--- src/rtl/rtc_pkg.sv ---
`timescale 1ns / 1ps
package rtc_pkg;

    localparam int DEF_COORD_WIDTH   = 32;
    localparam int DEF_MAX_TRIANGLES = 65536;

    localparam int WORD_W    = 32;
    localparam int IDX_W     = 16;
    localparam int DIFF_W    = 33;
    localparam int CROSS_W   = 2 * DIFF_W + 1;
    localparam int ACC_W     = 104;
    localparam int DET_EPS_LOG2 = 28;
    localparam int CFG_IDX_W = 4;
    localparam int IN_DATA_W  = 288;
    localparam int OUT_DATA_W = 112;

    localparam logic [WORD_W-1:0] Q_MAX = 32'h7fff_ffff;
    localparam logic [WORD_W-1:0] Q_MIN = 32'h8000_0000;

    localparam logic [CFG_IDX_W-1:0] REG_ORIGIN_X = 4'd0;
    localparam logic [CFG_IDX_W-1:0] REG_ORIGIN_Y = 4'd1;
    localparam logic [CFG_IDX_W-1:0] REG_ORIGIN_Z = 4'd2;
    localparam logic [CFG_IDX_W-1:0] REG_DIR_X    = 4'd3;
    localparam logic [CFG_IDX_W-1:0] REG_DIR_Y    = 4'd4;
    localparam logic [CFG_IDX_W-1:0] REG_DIR_Z    = 4'd5;
    localparam logic [CFG_IDX_W-1:0] REG_NEAR     = 4'd6;
    localparam logic [CFG_IDX_W-1:0] REG_FAR      = 4'd7;

    typedef struct packed {
        logic [2:0][DIFF_W-1:0] e1;
        logic [2:0][DIFF_W-1:0] e2;
        logic [2:0][DIFF_W-1:0] tv;
        logic [2:0][DIFF_W-1:0] d;
        logic                   last;
    } item_t;

    typedef struct packed {
        logic [IDX_W-1:0]  hit_triangle;
        logic [WORD_W-1:0] bary_third;
        logic [WORD_W-1:0] bary_second;
        logic [WORD_W-1:0] hit_depth;
    } result_t;

    typedef struct packed {
        logic                    start;
        logic signed [ACC_W-1:0] num;
        logic [ACC_W-1:0]        den;
    } div_req_t;

    typedef struct packed {
        logic              done;
        logic [WORD_W-1:0] q;
    } div_rsp_t;

endpackage

--- src/rtl/rtc_fifo.sv ---
`timescale 1ns / 1ps
module rtc_fifo
    import rtc_pkg::*;
#(
    parameter int WIDTH = 8,
    parameter int DEPTH = 2
)
(
    input  logic             clk,
    input  logic             rst_n,
    input  logic             push,
    input  logic [WIDTH-1:0] wdata,
    output logic             full,
    input  logic             pop,
    output logic             rvalid,
    output logic [WIDTH-1:0] rdata
);

    localparam int PW = (DEPTH > 1) ? $clog2(DEPTH) : 1;
    localparam int CW = $clog2(DEPTH + 1);

    logic [WIDTH-1:0] mem_reg [DEPTH];
    logic [PW-1:0]    wptr_reg, wptr_next, rptr_reg, rptr_next;
    logic [CW-1:0]    cnt_reg, cnt_next;

    assign full   = (cnt_reg == CW'(DEPTH));
    assign rvalid = (cnt_reg != '0);
    assign rdata  = mem_reg[rptr_reg];

    always_comb
    begin
        wptr_next = wptr_reg;
        rptr_next = rptr_reg;
        cnt_next  = cnt_reg;
        if (push)
        begin
            wptr_next = (wptr_reg == PW'(DEPTH - 1)) ? '0 : wptr_reg + 1'b1;
        end
        if (pop)
        begin
            rptr_next = (rptr_reg == PW'(DEPTH - 1)) ? '0 : rptr_reg + 1'b1;
        end
        if (push && !pop)
        begin
            cnt_next = cnt_reg + 1'b1;
        end
        else if (pop && !push)
        begin
            cnt_next = cnt_reg - 1'b1;
        end
    end

    always_ff @(posedge clk or negedge rst_n)
    begin
        if (!rst_n)
        begin
            wptr_reg <= '0;
            rptr_reg <= '0;
            cnt_reg  <= '0;
        end
        else
        begin
            wptr_reg <= wptr_next;
            rptr_reg <= rptr_next;
            cnt_reg  <= cnt_next;
        end
    end

    always_ff @(posedge clk)
    begin
        if (push)
        begin
            mem_reg[wptr_reg] <= wdata;
        end
    end

endmodule

--- config.mk ---
export PLATFORM = sky130hd
export DESIGN_NAME = rtc_fifo
export DESIGN_NICKNAME = d
export VERILOG_FILES = /design/src/rtl/rtc_pkg.sv /design/src/rtl/rtc_fifo.sv
export SDC_FILE = /design/constraint.sdc
export NUM_CORES = 1
export LEC_CHECK = 0
export BUFFER_PORTS_ARGS = -buffer_cell sky130_fd_sc_hd__buf_2
export CAP_MARGIN = 30
export CORE_MARGIN = 5
export CORE_UTILIZATION = 52
export CTS_BUF_LIST = sky130_fd_sc_hd__clkbuf_4 sky130_fd_sc_hd__clkbuf_8 sky130_fd_sc_hd__clkbuf_16
export CTS_CLUSTER_DIAMETER = 150
export CTS_CLUSTER_SIZE = 14
export DETAILED_ROUTE_END_ITERATION = 10
export PLACE_DENSITY = 0.8
export SKIP_LAST_GASP = 1
export SLEW_MARGIN = 20
export SYNTH_ARGS = -nofsm -noshare
export SYNTH_HDL_FRONTEND = slang
export SYNTH_SLANG_ARGS = --single-unit
--- constraint.sdc ---
create_clock -name clk -period 2.9 [get_ports clk]
set_clock_uncertainty 0.15 [all_clocks]
set_input_delay 0.725 -clock clk [delete_from_list [all_inputs] [get_ports clk]]
set_output_delay 0.725 -clock clk [all_outputs]
set_load 0.01 [all_outputs]
==> flow_metrics.tcl <==
set metrics [dict create \
    routabilityCongestion 0.628 \
    slowest_delay_ns 0.59 \
    core_area_um2 1450 \
    grt_antenna_before_repair 0 \
    synthDominantCellAreaShare_pct 62.1 \
    num_vias 404 \
    drt_iter0_markers 4 \
    cp_slowest_cell "dfrtp_1" \
    crit_chain "mux2_2, buf_2" \
    rsz0062_at_grt "no" \
    io_buffers 21 \
    synth_flop_cell "edfxtp_1" \
    post_cts_buffers 0 \
    ir_drop_v 0.000534 \
    async_reset_ff_share_pct 20.0 \
    worstPathArrival_ns 1.41 \
    dieArea_um2 2360 \
    synth_commonest_cells "edfxtp_1 (16), mux2_2 (8), dfrtp_1 (4), xor2_1 (4)" \
    grt_pass1_wl_um 1860 \
    r2r_start "wptr_reg$_DFFE_PN0P_" \
    fmax_mhz 437 \
    drc 0 \
    use_met3_pct 2.76 \
    finalSetupTns_ns 0 \
    gr-max-usage-layer "met2" \
    grt_max_degree 12 \
    synth-edff-count 16 \
    critPathMaxFanout 9 \
    yosys_warnings 0 \
    hold_buffers 0 \
    htreeDepth 1 \
    setup_violations 0 \
    synth_top_cell_by_area "edfxtp_1" \
    leakagePower_uw 0.000378 \
    clk_pin_slew_ns 0.11 \
    ant_nets 0 \
    cp-end-kind "primary output" \
    syn_to_final_growth_pct 18.6 \
    largest_register_ffs 16 \
    worst_pin_slew_ns 0.702 \
    cts-resized-gates 0 \
    synth_cell_types 13 \
    grtUsageMet1_pct 12.9 \
    die_w_um 48.6 \
    power_density_nw_per_um2 898 \
    yosysMostFrequentCell "edfxtp_1" \
    hold_viol_final 0 \
    fin_nets 79 \
    syn_avg_cell_area_um2 18.9 \
    grt_pass1_vias 380 \
    syn_inst 41 \
    status "finished clean" \
    period_share_pct 78.9 \
    drive_above_1_share_pct 53.8 \
    rows 14 \
    drv_slew 0 \
    vias_per_cell 4.99 \
    finalWirelength_um 1170 \
    critical_path_class "reg2out" \
    synth_area_leaders "edfxtp_1 (62%), dfrtp_1 (13%), mux2_2 (12%), xor2_1 (4.5%), ha_1 (1.6%)" \
    final_cells 81 \
    use_met2_pct 16.7 \
    cp-startpoint "rptr_reg$_DFFE_PN0P_" \
    syn_nets 54 \
    cts_buffers 3 \
    period_needed_ns 2.29 \
    holdCritPathClass "in2async" \
    clk_latency_ns 0.29 \
    slew_headroom_pct 53.1 \
    first_pass_iters 4 \
    crit_path_start_kind "register" \
    synth_seq_cells 20 \
    dp_cells 77 \
    cp.required_ns 2.03 \
    synth_area_um2 773 \
    synth_seq_area_share_pct 75.1 \
    die-height_um 48.6 \
    clock_path_buffers 2 \
    cap_viol_max_count 0 \
    clock-root-buffer "clkbuf_4" \
    n_antenna_cell 0 \
    boundaryPins 22 \
    cts_num_sinks 20 \
    cts_tree "yes" \
    grt_usage_pct 9.90 \
    initial_utilization_pct 53.2 \
    wire_per_inst_um 14.5 \
    grt_overflow 0 \
]
layout by cell type, fill, tap and decap left out:
cell type  count
and2b_2        1
xor2_1         4
or2_2          1
clkbuf_4       4
nor2_1         1
ha_1           1
buf_2         21
edfxtp_1      16
and2_1         1
xnor2_1        1
mux2_2         8
inv_1          1
nor2b_1        1
dfrtp_1        4
where the power goes:
| group | internal (µW) | total (µW) | switching (µW) | leakage [µW] |
|---|---|---|---|---|
| Clock | 62.7 | 139 | 76.8 | 0.0000184 |
| Sequential | 390 | 444 | 53.6 | 0.000197 |
| Combinational | 129 | 240 | 111 | 0.000162 |
| Total | 582 | 824 | 242 | 0.000378 |
worst max-delay path: cells and delay by family (launching register included):
kind / cells / cell delay (ns)
buf+inv: 1 / 0.14
flops: 1 / 0.59
mux: 1 / 0.40
metal layers:
metal  wire (µm)  vias up
li1            -      196
met1         496      193
met2         595       15
met3          83        0
met4           0        0
met5           0        -
cells by family after synthesis:
logic type	after synthesis	share of synthesized area (%)
flops	20	75.1
mux	8	11.7
xor+xnor	5	5.66
simple gates	5	4.05
buf+inv	2	1.94
fa+ha+maj	1	1.62
final timing paths:
| path | to | slack (ns) | cells past startpoint |
|---|---|---|---|
| setup / recovery | rdata[2] | 0.61 | 2 |
| min in group clk | wptr_reg$_DFFE_PN0P_ | 0.35 | 1 |
| hold reg to reg | wptr_reg$_DFFE_PN0P_ | 0.35 | 1 |
| hold / removal | wptr_reg$_DFFE_PN0P_ | 0.07 | 1 |
| setup reg to reg | mem_reg[0][3]$_DFFE_PP_ | 1.40 | 1 |
| max in group asynchronous | cnt_reg[0]$_DFFE_PN0P_ | 2.40 | 1 |
stage by stage:
stage	worst slack, ns	area, µm²	util (%)	hold slack [ns]	power [µW]
2_1_floorplan	1.22	773	-	0.279	612
3_3_place_gp	0.957	887	61.0	0.322	682
3_5_place_dp	0.915	887	61.0	0.333	694
4_1_cts	0.583	917	63.1	0.0693	834
5_1_grt	0.542	917	63.1	0.0573	871
6_report	0.612	917	63.1	0.0687	824
layout make-up:
type	count	area, µm²
clock buffers	4	30.0
fillers	120	537
inverters	1	3.75
multi-input cells	19	178
flip-flops and latches	20	581
well taps	16	20.0
repair buffers	21	105
No activity file was read; power rests on OpenSTA's default activity.
