File: src/rtl/rtc_pkg.sv
`timescale 1ns / 1ps
package rtc_pkg;

    localparam int DEF_COORD_WIDTH   = 32;
    localparam int DEF_MAX_TRIANGLES = 65536;

    localparam int WORD_W    = 32;
    localparam int IDX_W     = 16;
    localparam int DIFF_W    = 33;
    localparam int CROSS_W   = 2 * DIFF_W + 1;
    localparam int ACC_W     = 104;
    localparam int DET_EPS_LOG2 = 28;
    localparam int CFG_IDX_W = 4;
    localparam int IN_DATA_W  = 288;
    localparam int OUT_DATA_W = 112;

    localparam logic [WORD_W-1:0] Q_MAX = 32'h7fff_ffff;
    localparam logic [WORD_W-1:0] Q_MIN = 32'h8000_0000;

    localparam logic [CFG_IDX_W-1:0] REG_ORIGIN_X = 4'd0;
    localparam logic [CFG_IDX_W-1:0] REG_ORIGIN_Y = 4'd1;
    localparam logic [CFG_IDX_W-1:0] REG_ORIGIN_Z = 4'd2;
    localparam logic [CFG_IDX_W-1:0] REG_DIR_X    = 4'd3;
    localparam logic [CFG_IDX_W-1:0] REG_DIR_Y    = 4'd4;
    localparam logic [CFG_IDX_W-1:0] REG_DIR_Z    = 4'd5;
    localparam logic [CFG_IDX_W-1:0] REG_NEAR     = 4'd6;
    localparam logic [CFG_IDX_W-1:0] REG_FAR      = 4'd7;

    typedef struct packed {
        logic [2:0][DIFF_W-1:0] e1;
        logic [2:0][DIFF_W-1:0] e2;
        logic [2:0][DIFF_W-1:0] tv;
        logic [2:0][DIFF_W-1:0] d;
        logic                   last;
    } item_t;

    typedef struct packed {
        logic [IDX_W-1:0]  hit_triangle;
        logic [WORD_W-1:0] bary_third;
        logic [WORD_W-1:0] bary_second;
        logic [WORD_W-1:0] hit_depth;
    } result_t;

    typedef struct packed {
        logic                    start;
        logic signed [ACC_W-1:0] num;
        logic [ACC_W-1:0]        den;
    } div_req_t;

    typedef struct packed {
        logic              done;
        logic [WORD_W-1:0] q;
    } div_rsp_t;

endpackage

File: src/rtl/rtc_front.sv
`timescale 1ns / 1ps
module rtc_front
    import rtc_pkg::*;
#(
    parameter int COORD_WIDTH = DEF_COORD_WIDTH
)
(
    input  logic                 s_tvalid,
    output logic                 s_tready,
    input  logic [IN_DATA_W-1:0] s_tdata,
    input  logic                 s_tlast,
    input  logic [WORD_W-1:0]    origin_x,
    input  logic [WORD_W-1:0]    origin_y,
    input  logic [WORD_W-1:0]    origin_z,
    input  logic [WORD_W-1:0]    dir_x,
    input  logic [WORD_W-1:0]    dir_y,
    input  logic [WORD_W-1:0]    dir_z,
    input  logic                 full,
    output logic                 push,
    output item_t                item
);

    localparam int CB = (COORD_WIDTH < WORD_W) ? COORD_WIDTH : WORD_W;

    logic [WORD_W-1:0] w_a, w_b, w_c, w_o, w_d;
    logic [WORD_W-1:0] org [3];
    logic [WORD_W-1:0] dir [3];

    assign org[0] = origin_x;
    assign org[1] = origin_y;
    assign org[2] = origin_z;
    assign dir[0] = dir_x;
    assign dir[1] = dir_y;
    assign dir[2] = dir_z;

    assign s_tready = !full;
    assign push     = s_tvalid && !full;

    always_comb
    begin
        w_a = '0;
        w_b = '0;
        w_c = '0;
        w_o = '0;
        w_d = '0;
        item.last = s_tlast;
        for (int i = 0; i < 3; i++)
        begin
            w_a = s_tdata[WORD_W*i +: WORD_W];
            w_b = s_tdata[WORD_W*(i+3) +: WORD_W];
            w_c = s_tdata[WORD_W*(i+6) +: WORD_W];
            w_o = org[i];
            w_d = dir[i];
            item.e1[i] = DIFF_W'(signed'(w_b[CB-1:0])) - DIFF_W'(signed'(w_a[CB-1:0]));
            item.e2[i] = DIFF_W'(signed'(w_c[CB-1:0])) - DIFF_W'(signed'(w_a[CB-1:0]));
            item.tv[i] = DIFF_W'(signed'(w_o[CB-1:0])) - DIFF_W'(signed'(w_a[CB-1:0]));
            item.d[i]  = DIFF_W'(signed'(w_d[CB-1:0]));
        end
    end

endmodule

File: config.mk
export PLATFORM = sky130hd
export DESIGN_NAME = rtc_front
export DESIGN_NICKNAME = d
export VERILOG_FILES = /design/src/rtl/rtc_pkg.sv /design/src/rtl/rtc_front.sv
export SDC_FILE = /design/constraint.sdc
export NUM_CORES = 1
export LEC_CHECK = 0
export BUFFER_PORTS_ARGS = -buffer_cell sky130_fd_sc_hd__buf_2
export CAP_MARGIN = 10
export CELL_PAD_IN_SITES_DETAIL_PLACEMENT = 0
export CELL_PAD_IN_SITES_GLOBAL_PLACEMENT = 1
export CORE_AREA = 4 4 345 347
export DETAILED_ROUTE_END_ITERATION = 12
export DIE_AREA = 0 0 349 351
export PLACE_DENSITY_LB_ADDON = 0.1
export SYNTH_ARGS = -nofsm -noshare
export SYNTH_HDL_FRONTEND = slang
export SYNTH_SLANG_ARGS = --single-unit
File: constraint.sdc
create_clock -name vclk -period 5.5
set_input_delay 1.65 -clock vclk [all_inputs]
set_output_delay 1.65 -clock vclk [all_outputs]
set_load 0.05 [all_outputs]
==> metrics.txt <==
outcome=finished with violations; failing checks=negative setup slack; CP required=3.85 ns; GRT Resource Usage Total=0.141; Routed WL=92100 um; Post-Syn Area=15000 um2; crit path kind=in2out; Worst Setup End Kind=output pin; drt pass-1 iters=5; Initial Util=0.129; commonest non-fill, non-tap cell in the layout=buf_4; RSZ-0062 raised after global routing=true; Die Wd=between 300 and 400 um; sequential fraction of the synthesis area=0; final worst slack=-0.475 ns; Hold WS=approximately 3.3 ns; Synth Net Count=2890; Tightest Hold Check Type=in2out; CORE AREA=116000 um2; startpoint types=input pin; 1st-iter DRT viols=between 600 and 700; area delta synth->final=132%; clock buffers=0; die height=351 um; Remaining DRCs=0; Hold Crit Start=dir_x[15]; filler instances=12400; Die ar.=~120000 um2; post-DR vias/cell=4.08; number of global-route vias before repair=22200; initial antenna violation count=25; final antenna-violating net count=0; Leak=0.0164 uW; arrival time worst endpoint=4.32 ns; Port Buffers=685; number of sequential cells=0; Yosys cell types=just over 80; Final min period=5.97 ns; ranking of synthesized cells by area=ha_1 (24%), xnor2_1 (11%), a21oi_1 (7.2%), a21o_1 (6.6%), buf_4 (5.0%); Yosys top cell by area=ha_1; Rel. slew slack=0.682; via count=20600; WHS Path Cells=0; Nets=4287; setup violators final=145; first-pass GRT wire length=about 130000 um; CP Max Fanout=3; Slew Viols, Final=0; dpl hpwl=a little over 80000 um; commonest non-fill, non-tap cells in the layout=buf_4 (707), buf_2 (460), buf_6 (230); GR Overflow Total=0; synth warn=0; I/O Pins=882; WHS Endpoint=item[16]; largest net degree at the start of global routing=9; drt wl/cell=18.3 um; Final Hold Vio Count=0; Syn Inst Count=about 2100; Max Fclk=167 MHz; share of layout cells above drive strength 1=0.637; top-area cell type share of the netlist area=0.241; pwr/cell area=203 nW/um2; Max-Cap Viols=0; Hold Buf Count CTS=0; register area=0 um2; synthesized area per cell=7.09 um2; fin crit share=1.09; worst slew pin tran=0.476 ns; Rows=between 100 and 150; gp weighted congestion=0.881; Setup WS pre-CTS=-1.03 ns; Peak VDD IR=126 uV
## through the flow
| stage | util | total power, uW | cells | cell area [um2] | setup TNS [ns] |
|---|---|---|---|---|---|
| 2_1_floorplan | - | 3830 | 2110 | 17600 | -4.54 |
| 3_3_place_gp | 0.247 | 6050 | 4891 | 28600 | -89.25 |
| 3_5_place_dp | 0.247 | 6040 | 4891 | 28600 | -88.72 |
| 4_1_cts | 0.285 | 6840 | 4978 | 33100 | -38.76 |
| 5_1_grt | 0.300 | 7440 | 5033 | 34800 | -53.97 |
| 6_report | 0.300 | 7040 | 5038 | 34800 | -36.61 |
## worst max-delay path by stage
stage | from | end | slack [ns]
after floorplan | s_tdata[8] | item[127] | -0.33
after global placement | s_tdata[1] | item[129] | -1.03
after detailed placement | s_tdata[1] | item[129] | -1.03
after CTS | s_tdata[64] | item[291] | -0.52
after global routing | s_tdata[65] | item[190] | -0.60
final | s_tdata[32] | item[153] | -0.47
## kinds of logic (layout without fill, tap and decap cells)
group | Yosys count | count (layout) | share of synthesized area
AOI/OAI and AO/OA | 742 | 742 | 0.331
buffers and inverters | 324 | 1719 | 0.107
other | 0 | 9 | 0
and+or+nand+nor | 499 | 499 | 0.163
xor gates and xnor gates | 248 | 248 | 0.145
adders and majority gates | 297 | 297 | 0.253
## final cells by class
type	count	area (um2)	share of cell area
multi-input combinational	1786	19400	0.558
antenna	9	22.5	0.000648
timing repair buffer	1519	12500	0.361
inverter	200	891	0.0256
tap	1524	1910	0.0549
## metal layers
| metal | share of wire | track usage | vias to the layer above |
|---|---|---|---|
| li1 | - | - | 10300 |
| met1 | 0.41 | 0.168 | 9705 |
| met2 | 0.53 | 0.271 | 422 |
| met3 | 0.037 | 0.0167 | 137 |
| met4 | 0.022 | 0.0239 | 4 |
| met5 | 0.00029 | 0 | - |
## power by group
part | leakage (uW) | internal [uW] | switching (uW)
Sequential | 0 | 0 | 0
Clock | 0.0000000570 | 0.000219 | 0
Combinational | 0.0164 | 3070 | 3970
## cells in the mapped netlist, types with 4 or more instances
library cell  count
ha_1            288
a21oi_1         215
inv_1           200
xnor2_1         184
a21o_1          131
nand2_1         128
nor2_1          122
buf_4           100
o21ai_0          99
xor2_1           64
nand3_1          41
nor2b_1          39
o21a_1           39
nand2b_1         37
o21bai_1         35
o21ai_1          34
nor3_1           33
and3_1           32
a31oi_1          29
nand4_1          24
clkbuf_1         22
a211oi_1         21
a211o_1          11
o31ai_1          11
and2_1           10
o211ai_1         10
fa_1              9
o22ai_1           7
a21boi_0          6
a21boi_1          6
a21oi_2           6
o31a_1            6
a311oi_1          5
a41oi_1           5
nand3b_1          5
or2_2             5
or3_1             5
or4_1             5
a221o_1           4
a31o_2            4
## critical path: stages
cell,delay (ns)
buf_8,0.07
buf_6,0.10
ha_4,0.16
fa_2,0.24
nor2b_4,0.05
o2111ai_2,0.20
nand3_2,0.14
a211o_1,0.37
a41o_4,0.26
a21o_1,0.18
a21o_1,0.17
a21o_1,0.19
a21oi_4,0.21
xnor2_4,0.14
buf_6,0.18
## timing repair
| action | in CTS | in global routing |
|---|---|---|
| pin swaps | 357 | 298 |
| gates cloned | 0 | 0 |
| gates resized for setup | 784 | 282 |
| endpoints found under the setup margin | 190 | 181 |
| setup buffers | 100 | 76 |
No activity file was read; power rests on OpenSTA's default activity.
