--- config.mk ---
export PLATFORM = sky130hd
export DESIGN_NAME = rtc_back
export DESIGN_NICKNAME = d
export VERILOG_FILES = /design/src/rtl/rtc_pkg.sv /design/src/rtl/rtc_div.sv /design/src/rtl/rtc_back.sv
export SDC_FILE = /design/constraint.sdc
export NUM_CORES = 2
export LEC_CHECK = 0
export BUFFER_PORTS_ARGS = -buffer_cell sky130_fd_sc_hd__buf_2
export CAP_MARGIN = 15
export CELL_PAD_IN_SITES_DETAIL_PLACEMENT = 1
export CELL_PAD_IN_SITES_GLOBAL_PLACEMENT = 1
export CORE_MARGIN = 4
export CORE_UTILIZATION = 40
export DETAILED_ROUTE_END_ITERATION = 10
export GPL_TIMING_DRIVEN = 0
export PLACE_DENSITY_LB_ADDON = 0.3
export SETUP_SLACK_MARGIN = 0.02
export SKIP_CTS_REPAIR_TIMING = 1
export SLEW_MARGIN = 40
export SYNTH_ARGS = -nofsm -noshare
export SYNTH_HDL_FRONTEND = slang
export SYNTH_SLANG_ARGS = --single-unit
--- constraint.sdc ---
create_clock -name clk -period 26.3 [get_ports clk]
set_input_delay 3.945 -clock clk [delete_from_list [all_inputs] [get_ports clk]]
set_output_delay 3.945 -clock clk [all_outputs]
set_load 0.01 [all_outputs]
--- src/rtl/rtc_pkg.sv ---
`timescale 1ns / 1ps
package rtc_pkg;

    localparam int DEF_COORD_WIDTH   = 32;
    localparam int DEF_MAX_TRIANGLES = 65536;

    localparam int WORD_W    = 32;
    localparam int IDX_W     = 16;
    localparam int DIFF_W    = 33;
    localparam int CROSS_W   = 2 * DIFF_W + 1;
    localparam int ACC_W     = 104;
    localparam int DET_EPS_LOG2 = 28;
    localparam int CFG_IDX_W = 4;
    localparam int IN_DATA_W  = 288;
    localparam int OUT_DATA_W = 112;

    localparam logic [WORD_W-1:0] Q_MAX = 32'h7fff_ffff;
    localparam logic [WORD_W-1:0] Q_MIN = 32'h8000_0000;

    localparam logic [CFG_IDX_W-1:0] REG_ORIGIN_X = 4'd0;
    localparam logic [CFG_IDX_W-1:0] REG_ORIGIN_Y = 4'd1;
    localparam logic [CFG_IDX_W-1:0] REG_ORIGIN_Z = 4'd2;
    localparam logic [CFG_IDX_W-1:0] REG_DIR_X    = 4'd3;
    localparam logic [CFG_IDX_W-1:0] REG_DIR_Y    = 4'd4;
    localparam logic [CFG_IDX_W-1:0] REG_DIR_Z    = 4'd5;
    localparam logic [CFG_IDX_W-1:0] REG_NEAR     = 4'd6;
    localparam logic [CFG_IDX_W-1:0] REG_FAR      = 4'd7;

    typedef struct packed {
        logic [2:0][DIFF_W-1:0] e1;
        logic [2:0][DIFF_W-1:0] e2;
        logic [2:0][DIFF_W-1:0] tv;
        logic [2:0][DIFF_W-1:0] d;
        logic                   last;
    } item_t;

    typedef struct packed {
        logic [IDX_W-1:0]  hit_triangle;
        logic [WORD_W-1:0] bary_third;
        logic [WORD_W-1:0] bary_second;
        logic [WORD_W-1:0] hit_depth;
    } result_t;

    typedef struct packed {
        logic                    start;
        logic signed [ACC_W-1:0] num;
        logic [ACC_W-1:0]        den;
    } div_req_t;

    typedef struct packed {
        logic              done;
        logic [WORD_W-1:0] q;
    } div_rsp_t;

endpackage

--- src/rtl/rtc_div.sv ---
`timescale 1ns / 1ps
module rtc_div
    import rtc_pkg::*;
(
    input  logic     clk,
    input  logic     rst_n,
    input  div_req_t req,
    output div_rsp_t rsp
);

    localparam int RW  = ACC_W + 16;
    localparam int DSW = ACC_W + 31;

    logic [RW-1:0]     rem_reg, rem_next;
    logic [DSW-1:0]    dsh_reg, dsh_next;
    logic [30:0]       q_reg, q_next;
    logic [4:0]        cnt_reg, cnt_next;
    logic              busy_reg, busy_next, neg_reg, neg_next, done_reg, done_next;
    logic [WORD_W-1:0] res_reg, res_next;
    logic [ACC_W-1:0]  mag;
    logic              ge;
    logic [30:0]       qf;

    assign rsp.done = done_reg;
    assign rsp.q    = res_reg;

    always_comb
    begin
        mag       = req.num[ACC_W-1] ? ACC_W'(-req.num) : ACC_W'(req.num);
        ge        = DSW'(rem_reg) >= dsh_reg;
        qf        = {q_reg[29:0], ge};
        rem_next  = rem_reg;
        dsh_next  = dsh_reg;
        q_next    = q_reg;
        cnt_next  = cnt_reg;
        busy_next = busy_reg;
        neg_next  = neg_reg;
        done_next = 1'b0;
        res_next  = res_reg;
        if (!busy_reg)
        begin
            if (req.start)
            begin
                rem_next  = RW'(mag) << 16;
                dsh_next  = DSW'(req.den) << 31;
                neg_next  = req.num[ACC_W-1];
                cnt_next  = '0;
                busy_next = 1'b1;
            end
        end
        else if (cnt_reg == '0)
        begin
            if (ge)
            begin
                res_next  = neg_reg ? Q_MIN : Q_MAX;
                done_next = 1'b1;
                busy_next = 1'b0;
            end
            else
            begin
                dsh_next = dsh_reg >> 1;
                cnt_next = cnt_reg + 1'b1;
            end
        end
        else
        begin
            if (ge)
            begin
                rem_next = rem_reg - RW'(dsh_reg);
            end
            q_next   = qf;
            dsh_next = dsh_reg >> 1;
            cnt_next = cnt_reg + 1'b1;
            if (cnt_reg == 5'd31)
            begin
                res_next  = neg_reg ? WORD_W'(-{1'b0, qf}) : {1'b0, qf};
                done_next = 1'b1;
                busy_next = 1'b0;
            end
        end
    end

    always_ff @(posedge clk or negedge rst_n)
    begin
        if (!rst_n)
        begin
            busy_reg <= 1'b0;
            done_reg <= 1'b0;
            cnt_reg  <= '0;
        end
        else
        begin
            busy_reg <= busy_next;
            done_reg <= done_next;
            cnt_reg  <= cnt_next;
        end
    end

    always_ff @(posedge clk)
    begin
        rem_reg <= rem_next;
        dsh_reg <= dsh_next;
        q_reg   <= q_next;
        neg_reg <= neg_next;
        res_reg <= res_next;
    end

endmodule

--- src/rtl/rtc_back.sv ---
`timescale 1ns / 1ps
module rtc_back
    import rtc_pkg::*;
#(
    parameter int MAX_TRIANGLES = DEF_MAX_TRIANGLES
)
(
    input  logic              clk,
    input  logic              rst_n,
    input  logic              item_valid,
    input  item_t             item_in,
    output logic              pop,
    input  logic [WORD_W-1:0] near_limit,
    input  logic [WORD_W-1:0] far_limit,
    output logic              m_tvalid,
    input  logic              m_tready,
    output logic              hit_out,
    output result_t           res_out
);

    localparam int CNT_W = (MAX_TRIANGLES > 1) ? $clog2(MAX_TRIANGLES) : 1;

    localparam logic [3:0] S_IDLE = 4'd0;
    localparam logic [3:0] S_LOAD = 4'd1;
    localparam logic [3:0] S_MUL  = 4'd2;
    localparam logic [3:0] S_SIGN = 4'd3;
    localparam logic [3:0] S_CHK  = 4'd4;
    localparam logic [3:0] S_DT   = 4'd5;
    localparam logic [3:0] S_DU   = 4'd6;
    localparam logic [3:0] S_DV   = 4'd7;
    localparam logic [3:0] S_FIN  = 4'd8;

    localparam logic [1:0] XK_E1 = 2'd0;
    localparam logic [1:0] XK_E2 = 2'd1;
    localparam logic [1:0] XK_P  = 2'd2;
    localparam logic [1:0] XK_Q  = 2'd3;
    localparam logic [1:0] YK_D  = 2'd0;
    localparam logic [1:0] YK_E1 = 2'd1;
    localparam logic [1:0] YK_E2 = 2'd2;
    localparam logic [1:0] YK_TV = 2'd3;
    localparam logic [2:0] DK_P   = 3'd0;
    localparam logic [2:0] DK_Q   = 3'd1;
    localparam logic [2:0] DK_DET = 3'd2;
    localparam logic [2:0] DK_NU  = 3'd3;
    localparam logic [2:0] DK_NV  = 3'd4;
    localparam logic [2:0] DK_NT  = 3'd5;
    localparam logic [4:0] LAST_OP = 5'd23;

    typedef struct packed {
        logic [1:0] xk;
        logic [1:0] xi;
        logic [1:0] yk;
        logic [1:0] yi;
        logic       neg;
        logic       first;
        logic       store;
        logic [2:0] dk;
        logic [1:0] di;
    } op_t;

    function automatic op_t op_dec(input logic [4:0] idx);
        op_t        o;
        logic [2:0] c;
        logic [4:0] d;
        logic [1:0] g, i, j, k;
        logic       sec, isq;
        o   = '0;
        c   = idx[3:1];
        sec = idx[0];
        d   = idx - 5'd12;
        if (idx < 5'd12)
        begin
            isq = (c >= 3'd3);
            i   = isq ? 2'(c - 3'd3) : c[1:0];
            j   = (i == 2'd2) ? 2'd0 : i + 2'd1;
            k   = (i == 2'd0) ? 2'd2 : i - 2'd1;
            o.xk    = isq ? XK_E1 : XK_E2;
            o.yk    = isq ? YK_TV : YK_D;
            o.xi    = sec ? j : k;
            o.yi    = sec ? k : j;
            o.neg   = sec;
            o.first = !sec;
            o.store = sec;
            o.dk    = isq ? DK_Q : DK_P;
            o.di    = i;
        end
        else
        begin
            g = (d < 5'd3) ? 2'd0 : (d < 5'd6) ? 2'd1 : (d < 5'd9) ? 2'd2 : 2'd3;
            case (g)
                2'd0:    i = d[1:0];
                2'd1:    i = 2'(d - 5'd3);
                2'd2:    i = 2'(d - 5'd6);
                default: i = 2'(d - 5'd9);
            endcase
            case (g)
                2'd0:
                begin
                    o.xk = XK_P;
                    o.yk = YK_E1;
                    o.dk = DK_DET;
                end
                2'd1:
                begin
                    o.xk = XK_P;
                    o.yk = YK_TV;
                    o.dk = DK_NU;
                end
                2'd2:
                begin
                    o.xk = XK_Q;
                    o.yk = YK_D;
                    o.dk = DK_NV;
                end
                default:
                begin
                    o.xk = XK_Q;
                    o.yk = YK_E2;
                    o.dk = DK_NT;
                end
            endcase
            o.xi    = i;
            o.yi    = i;
            o.first = (i == 2'd0);
            o.store = (i == 2'd2);
            o.di    = i;
        end
        return o;
    endfunction

    logic [3:0]                state_reg, state_next;
    logic [4:0]                op_reg, op_next;
    logic [5:0]                bcnt_reg, bcnt_next;
    logic signed [ACC_W-1:0]   acc_reg, acc_next, xs_reg, xs_next;
    logic [DIFF_W-1:0]         ys_reg, ys_next;
    logic signed [CROSS_W-1:0] p_reg [3];
    logic signed [CROSS_W-1:0] p_next [3];
    logic signed [CROSS_W-1:0] q_reg [3];
    logic signed [CROSS_W-1:0] q_next [3];
    logic signed [ACC_W-1:0]   det_reg, det_next, nu_reg, nu_next;
    logic signed [ACC_W-1:0]   nv_reg, nv_next, nt_reg, nt_next;
    item_t                     item_reg, item_next;
    logic [WORD_W-1:0]         t_reg, t_next, u_reg, u_next, v_reg, v_next;
    logic                      upd_reg, upd_next;
    logic [WORD_W-1:0]         closest_reg, closest_next, bu_reg, bu_next, bv_reg, bv_next;
    logic                      any_reg, any_next;
    logic [CNT_W-1:0]          cnt_reg, cnt_next, bi_reg, bi_next;
    logic                      out_valid_reg, out_valid_next, hit_reg, hit_next;
    result_t                   out_reg, out_next;
    div_req_t                  dreq;
    div_rsp_t                  drsp;

    op_t                       op;
    logic signed [ACC_W-1:0]   xop, term;
    logic [DIFF_W-1:0]         yop;
    logic                      sub, small_det, go, any_new;
    logic signed [ACC_W:0]     sum_uv;
    logic [WORD_W-1:0]         depth_new;

    rtc_div u_div
    (
        .clk   (clk),
        .rst_n (rst_n),
        .req   (dreq),
        .rsp   (drsp)
    );

    assign m_tvalid = out_valid_reg;
    assign hit_out  = hit_reg;
    assign res_out  = out_reg;

    always_comb
    begin
        op = op_dec(op_reg);
        case (op.xk)
            XK_E1:   xop = ACC_W'($signed(item_reg.e1[op.xi]));
            XK_E2:   xop = ACC_W'($signed(item_reg.e2[op.xi]));
            XK_P:    xop = ACC_W'(p_reg[op.xi]);
            default: xop = ACC_W'(q_reg[op.xi]);
        endcase
        case (op.yk)
            YK_D:    yop = item_reg.d[op.yi];
            YK_E1:   yop = item_reg.e1[op.yi];
            YK_E2:   yop = item_reg.e2[op.yi];
            default: yop = item_reg.tv[op.yi];
        endcase
        term      = ys_reg[0] ? xs_reg : '0;
        sub       = op.neg ^ (bcnt_reg == 6'd32);
        small_det = (det_reg[ACC_W-1:DET_EPS_LOG2] == '0);
        sum_uv    = (ACC_W+1)'(nu_reg) + (ACC_W+1)'(nv_reg);
        go        = !item_reg.last || !out_valid_reg || m_tready;
        any_new   = any_reg || upd_reg;
        depth_new = upd_reg ? t_reg : closest_reg;

        state_next   = state_reg;
        op_next      = op_reg;
        bcnt_next    = bcnt_reg;
        acc_next     = acc_reg;
        xs_next      = xs_reg;
        ys_next      = ys_reg;
        p_next       = p_reg;
        q_next       = q_reg;
        det_next     = det_reg;
        nu_next      = nu_reg;
        nv_next      = nv_reg;
        nt_next      = nt_reg;
        item_next    = item_reg;
        t_next       = t_reg;
        u_next       = u_reg;
        v_next       = v_reg;
        upd_next     = upd_reg;
        closest_next = closest_reg;
        bu_next      = bu_reg;
        bv_next      = bv_reg;
        bi_next      = bi_reg;
        any_next     = any_reg;
        cnt_next     = cnt_reg;
        hit_next     = hit_reg;
        out_next     = out_reg;
        pop          = 1'b0;
        dreq.start   = 1'b0;
        dreq.num     = nt_reg;
        dreq.den     = ACC_W'(det_reg);
        out_valid_next = out_valid_reg && !m_tready;

        case (state_reg)
            S_IDLE:
            begin
                if (item_valid)
                begin
                    pop        = 1'b1;
                    item_next  = item_in;
                    op_next    = '0;
                    state_next = S_LOAD;
                end
            end
            S_LOAD:
            begin
                xs_next    = xop;
                ys_next    = yop;
                bcnt_next  = '0;
                acc_next   = op.first ? '0 : acc_reg;
                state_next = S_MUL;
            end
            S_MUL:
            begin
                acc_next  = sub ? acc_reg - term : acc_reg + term;
                xs_next   = xs_reg <<< 1;
                ys_next   = ys_reg >> 1;
                bcnt_next = bcnt_reg + 1'b1;
                if (bcnt_reg == 6'd32)
                begin
                    if (op.store)
                    begin
                        case (op.dk)
                            DK_P:    p_next[op.di] = CROSS_W'(acc_next);
                            DK_Q:    q_next[op.di] = CROSS_W'(acc_next);
                            DK_DET:  det_next = acc_next;
                            DK_NU:   nu_next = acc_next;
                            DK_NV:   nv_next = acc_next;
                            default: nt_next = acc_next;
                        endcase
                    end
                    if (op_reg == LAST_OP)
                    begin
                        state_next = S_SIGN;
                    end
                    else
                    begin
                        op_next    = op_reg + 1'b1;
                        state_next = S_LOAD;
                    end
                end
            end
            S_SIGN:
            begin
                if (det_reg[ACC_W-1])
                begin
                    det_next = -det_reg;
                    nu_next  = -nu_reg;
                    nv_next  = -nv_reg;
                    nt_next  = -nt_reg;
                end
                state_next = S_CHK;
            end
            S_CHK:
            begin
                upd_next = 1'b0;
                if (small_det || nu_reg[ACC_W-1] || nv_reg[ACC_W-1] ||
                    (sum_uv > (ACC_W+1)'(det_reg)))
                begin
                    state_next = S_FIN;
                end
                else
                begin
                    dreq.start = 1'b1;
                    dreq.num   = nt_reg;
                    state_next = S_DT;
                end
            end
            S_DT:
            begin
                if (drsp.done)
                begin
                    if ($signed(drsp.q) >= $signed(near_limit) &&
                        $signed(drsp.q) <= $signed(far_limit) &&
                        (!any_reg || $signed(drsp.q) <= $signed(closest_reg)))
                    begin
                        t_next     = drsp.q;
                        dreq.start = 1'b1;
                        dreq.num   = nu_reg;
                        state_next = S_DU;
                    end
                    else
                    begin
                        state_next = S_FIN;
                    end
                end
            end
            S_DU:
            begin
                if (drsp.done)
                begin
                    u_next     = drsp.q;
                    dreq.start = 1'b1;
                    dreq.num   = nv_reg;
                    state_next = S_DV;
                end
            end
            S_DV:
            begin
                if (drsp.done)
                begin
                    v_next     = drsp.q;
                    upd_next   = 1'b1;
                    state_next = S_FIN;
                end
            end
            S_FIN:
            begin
                if (go)
                begin
                    if (upd_reg)
                    begin
                        closest_next = t_reg;
                        bu_next      = u_reg;
                        bv_next      = v_reg;
                        bi_next      = cnt_reg;
                        any_next     = 1'b1;
                    end
                    cnt_next = (cnt_reg == CNT_W'(MAX_TRIANGLES - 1)) ? '0 : cnt_reg + 1'b1;
                    if (item_reg.last)
                    begin
                        out_valid_next           = 1'b1;
                        hit_next                 = any_new;
                        out_next.hit_depth       = any_new ? depth_new : far_limit;
                        out_next.bary_second     = !any_new ? '0 : upd_reg ? u_reg : bu_reg;
                        out_next.bary_third      = !any_new ? '0 : upd_reg ? v_reg : bv_reg;
                        out_next.hit_triangle    = !any_new ? '0 :
                                                   IDX_W'(upd_reg ? cnt_reg : bi_reg);
                        any_next = 1'b0;
                        cnt_next = '0;
                    end
                    state_next = S_IDLE;
                end
            end
            default:
            begin
                state_next = S_IDLE;
            end
        endcase
    end

    always_ff @(posedge clk or negedge rst_n)
    begin
        if (!rst_n)
        begin
            state_reg     <= S_IDLE;
            op_reg        <= '0;
            bcnt_reg      <= '0;
            any_reg       <= 1'b0;
            cnt_reg       <= '0;
            out_valid_reg <= 1'b0;
            upd_reg       <= 1'b0;
        end
        else
        begin
            state_reg     <= state_next;
            op_reg        <= op_next;
            bcnt_reg      <= bcnt_next;
            any_reg       <= any_next;
            cnt_reg       <= cnt_next;
            out_valid_reg <= out_valid_next;
            upd_reg       <= upd_next;
        end
    end

    always_ff @(posedge clk)
    begin
        acc_reg     <= acc_next;
        xs_reg      <= xs_next;
        ys_reg      <= ys_next;
        p_reg       <= p_next;
        q_reg       <= q_next;
        det_reg     <= det_next;
        nu_reg      <= nu_next;
        nv_reg      <= nv_next;
        nt_reg      <= nt_next;
        item_reg    <= item_next;
        t_reg       <= t_next;
        u_reg       <= u_next;
        v_reg       <= v_next;
        closest_reg <= closest_next;
        bu_reg      <= bu_next;
        bv_reg      <= bv_next;
        bi_reg      <= bi_next;
        hit_reg     <= hit_next;
        out_reg     <= out_next;
    end

endmodule

==> metrics.csv <==
stage;metric;value;unit
placement;Post-DP Area;0.136;sq mm
power_and_ir_drop;worst vdd rail ir drop;61.4;uV
placement;global placer's final weighted congestion;1.02;
logic_synthesis;Post-synth ARST share;1.92;%
clock_tree;CTS max path bufs;4;
sta;Slew @ Worst Pin;0.988;ns
layout;area grow syn2layout;15.8;%
clock_tree;Worst-Skew Late Latency;0.95;ns
worst_setup_path;element type at the critical path start;register;
logic_synthesis;Post-synth EDFFs;2095;
clock_tree;Root Driver;clkbuf_16;
grt;grt met1 use;42.0;%
logic_synthesis;Top FF cell, synth;edfxtp_1;
layout;Largest register FFs;397;
logic_synthesis;mux share of post-synthesis cell area;3.33;%
power_and_ir_drop;power share of the combinational group;0.9;%
logic_synthesis;Post-Syn Area;0.125;sq mm
logic_synthesis;synthesized-area fraction occupied by adder cells;5.55;%
route;via/cell ratio;6.11;
sta;fmax;78.6;MHz
grt;GR Layer Usage met3;4.24;%
sta;fin crit share;48.3;%
power_and_ir_drop;power share of the clock group;48.5;%
sta;unrepaired setup endpoints after global routing;no;
floorplan;Initial Util;40.3;%
layout;share of layout cells above drive strength 1;12.5;%
worst_setup_path;Critical Path AT;13.34;ns
logic_synthesis;post-synthesis compound-gate area fraction;16.9;%
route;DRT Wirelength;515;mm
route;post-route ant nets;0;
placement;# placed instances;16900;
power_and_ir_drop;Internal;5770;uW
worst_setup_path;kind of critical path;register to register;
power_and_ir_drop;static leakage;0.0527;uW
grt;GRT Residual Overflow;0;
logic_synthesis;Synth Register Bits;2136;
worst_setup_path;slowest CP cell;xor2_1;
clock_tree;htree depth;4;
worst_setup_path;required time of the critical path;26.93;ns
clock_tree;Inserted Clock Buffers;239;
logic_synthesis;Yosys warning total;0;
grt;met2 usage;48.4;%
sta;Final Critical Period;12.72;ns
layout;Layout fillers;34200;
logic_synthesis;Synth Area in Simple Gates;13.8;%
logic_synthesis;register area share after synthesis;51.2;%
logic_synthesis;largest family of logic cells by synthesized area;compound AO/OA/AOI/OAI gates;
worst_setup_path;slowest stage delay, CP;0.80;ns
layout;fin nets;14000;
floorplan;row count;204;
power_and_ir_drop;PwrDens;50.3;mW/mm^2
logic_synthesis;xor-xnor portion of the synthesized cell area;5.77;%
power_and_ir_drop;Sw Pwr;1520;uW
logic_synthesis;Synth Net Count;13100;
logic_synthesis;Syn Area/Cell;10.4;sq um
sta;Hold Vio Cnt, Final;0;
route;Pre-Repair DR Iteration Count;10;
layout;Final Non-Filler Cells;17400;
status;run status;complete, no violations;
layout;final core occ;46.7;%
logic_synthesis;Post-Syn Instances;12100;
logic_synthesis;Unique masters post-synth;102;
grt;initial antenna violation count;39;
worst_setup_path;most frequent CP cell;clkbuf_1;
grt;GRT Total Usage;30.7;%
sta;Hold Slack;0.479;ns
power_and_ir_drop;sequential power share;50.7;%
route;Routed WL per cell;29.6;um
sta;Final Max Slew Viols;0;
route;Via Count;106000;
grt;number of global-route vias before repair;108000;
grt;first-pass GRT wire length;740;mm
floorplan;Die Span Y;567;um
worst_hold_path;Hold Path Class;register to register;
floorplan;Die W;567;um
route;drt drc;0;
sta;Setup Skew;0.0990;ns
grt;Top Usage Layer GRT;met2;
clock_tree;CTS Sinks;2136;
grt;pin count of the biggest net entering global routing;76;
floorplan;full die area;0.321;sq mm
clock_tree;Reg clk slew, reported paths;0.07;ns
placement;Port Buf Inserts;579;
sta;Worst slew margin;33.9;%
worst_setup_path;CP Max Fanout;10;
clock_tree;CTS tree;done;
sta;Setup violations, final;0;
floorplan;Core ar.;0.310;sq mm
layout;Post-Layout Inst Area;0.145;sq mm
route;Iter 0 DRT Violations;12300;
job;Max Cap Viol;0;
worst_setup_path;CP endpoint kind;register;
placement;post-DP HPWL;412;mm
power_and_ir_drop;switching share of total power;20.8;%
sta;setup TNS;0;ns
floorplan;io pins;580;
[final timing paths]
kind / start / to / slack, ns / cells past startpoint
max: ys_reg[0] / nv_reg[99] / 13.59 / 31
min: u_div.q_reg[0] / u_div.q_reg[1] / 0.48 / 0
max reg2reg: ys_reg[0] / nv_reg[99] / 13.59 / 31
min reg2reg: u_div.q_reg[0] / u_div.q_reg[1] / 0.48 / 0
max in group asynchronous: rst_n / upd_reg / 22.82 / 1
min in group asynchronous: rst_n / cnt_reg[7] / 3.02 / 1
[metrics by stage]
stage / total power [uW] / setup WS [ns]
after global routing: 7460 / 13.59
after floorplan: 3780 / 9.28
after detailed placement: 3820 / 13.74
after CTS: 7320 / 13.71
final: 7280 / 13.59
after global placement: 3820 / 4.71
[layer usage]
| metal | share of wire [%] | up-vias |
|---|---|---|
| li1 | - | 47000 |
| met5 | 0.013 | - |
| met2 | 45 | 4626 |
| met4 | 5.3 | 10 |
| met3 | 7.6 | 932 |
| met1 | 42 | 53700 |
[cells in the final DEF (no fill, tap or decap), drive strengths merged, types with 337 or more instances in the layout]
cell    count
a21oi     883
nand2    1219
clkbuf    852
xor2      337
edfxtp   2095
buf       802
o21ai    1117
nor2      774
inv       530
a21o      396
ha        550
xnor2     486
[layout make-up]
cell class                      instances  area, sq um  area share (%)
Multi-Input combinational cell       8760        57900            40.0
Timing Repair Buffer                  732         5020            3.47
Clock inverter                        149         1760            1.21
Tap cell                             4120         5150            3.56
Inverter                              527         1990            1.37
Sequential cell                      2136        63900            44.2
Clock buffer                          291         6330            4.37
Antenna cell                           40          100          0.0691
Buffer                                633         2580            1.78
[critical path: cells and delay by family (launching register included)]
family,cells,cell delay [ns]
xor gates and xnor gates,1,0.80
buffers and inverters,8,4.48
DFF,1,0.45
AOI/OAI and AO/OA,14,4.70
adders and majority gates,2,0.63
and+or+nand+nor,6,1.27
[power by group through the flow]
| stage | Combinational (uW) | Sequential (uW) | Clock, uW |
|---|---|---|---|
| global placement | 58.2 | 3760 | 0 |
| CTS | 62.2 | 3690 | 3570 |
| global route | 67.9 | 3690 | 3710 |
| finish | 62.5 | 3690 | 3530 |
| detailed placement | 61.3 | 3760 | 0 |
| floorplan | 12.5 | 3760 | 0 |
[cell families after synthesis]
group / count (synthesis)
AND/OR/NAND/NOR: 3597
XOR/XNOR: 823
adder cells (fa/ha/maj): 553
AO/OA/AOI/OAI: 3394
multiplexers: 393
buffers and inverters: 1160
flip-flops: 2136
[cell usage after synthesis, types with 210 or more instances]
cell type,number,area [sq um]
edfxtp_1,2095,62900
nand2_1,1218,4570
o21ai_0,1116,5590
a21oi_1,882,4410
nor2_1,774,2910
clkbuf_1,555,2080
ha_1,550,6880
inv_1,523,1960
xnor2_1,486,4260
a21o_1,396,2970
xor2_1,337,2950
nor3_1,290,1450
nand3_1,217,1090
mux2i_1,214,2140
and2_1,210,1310
(Power assumes the default switching activity.)
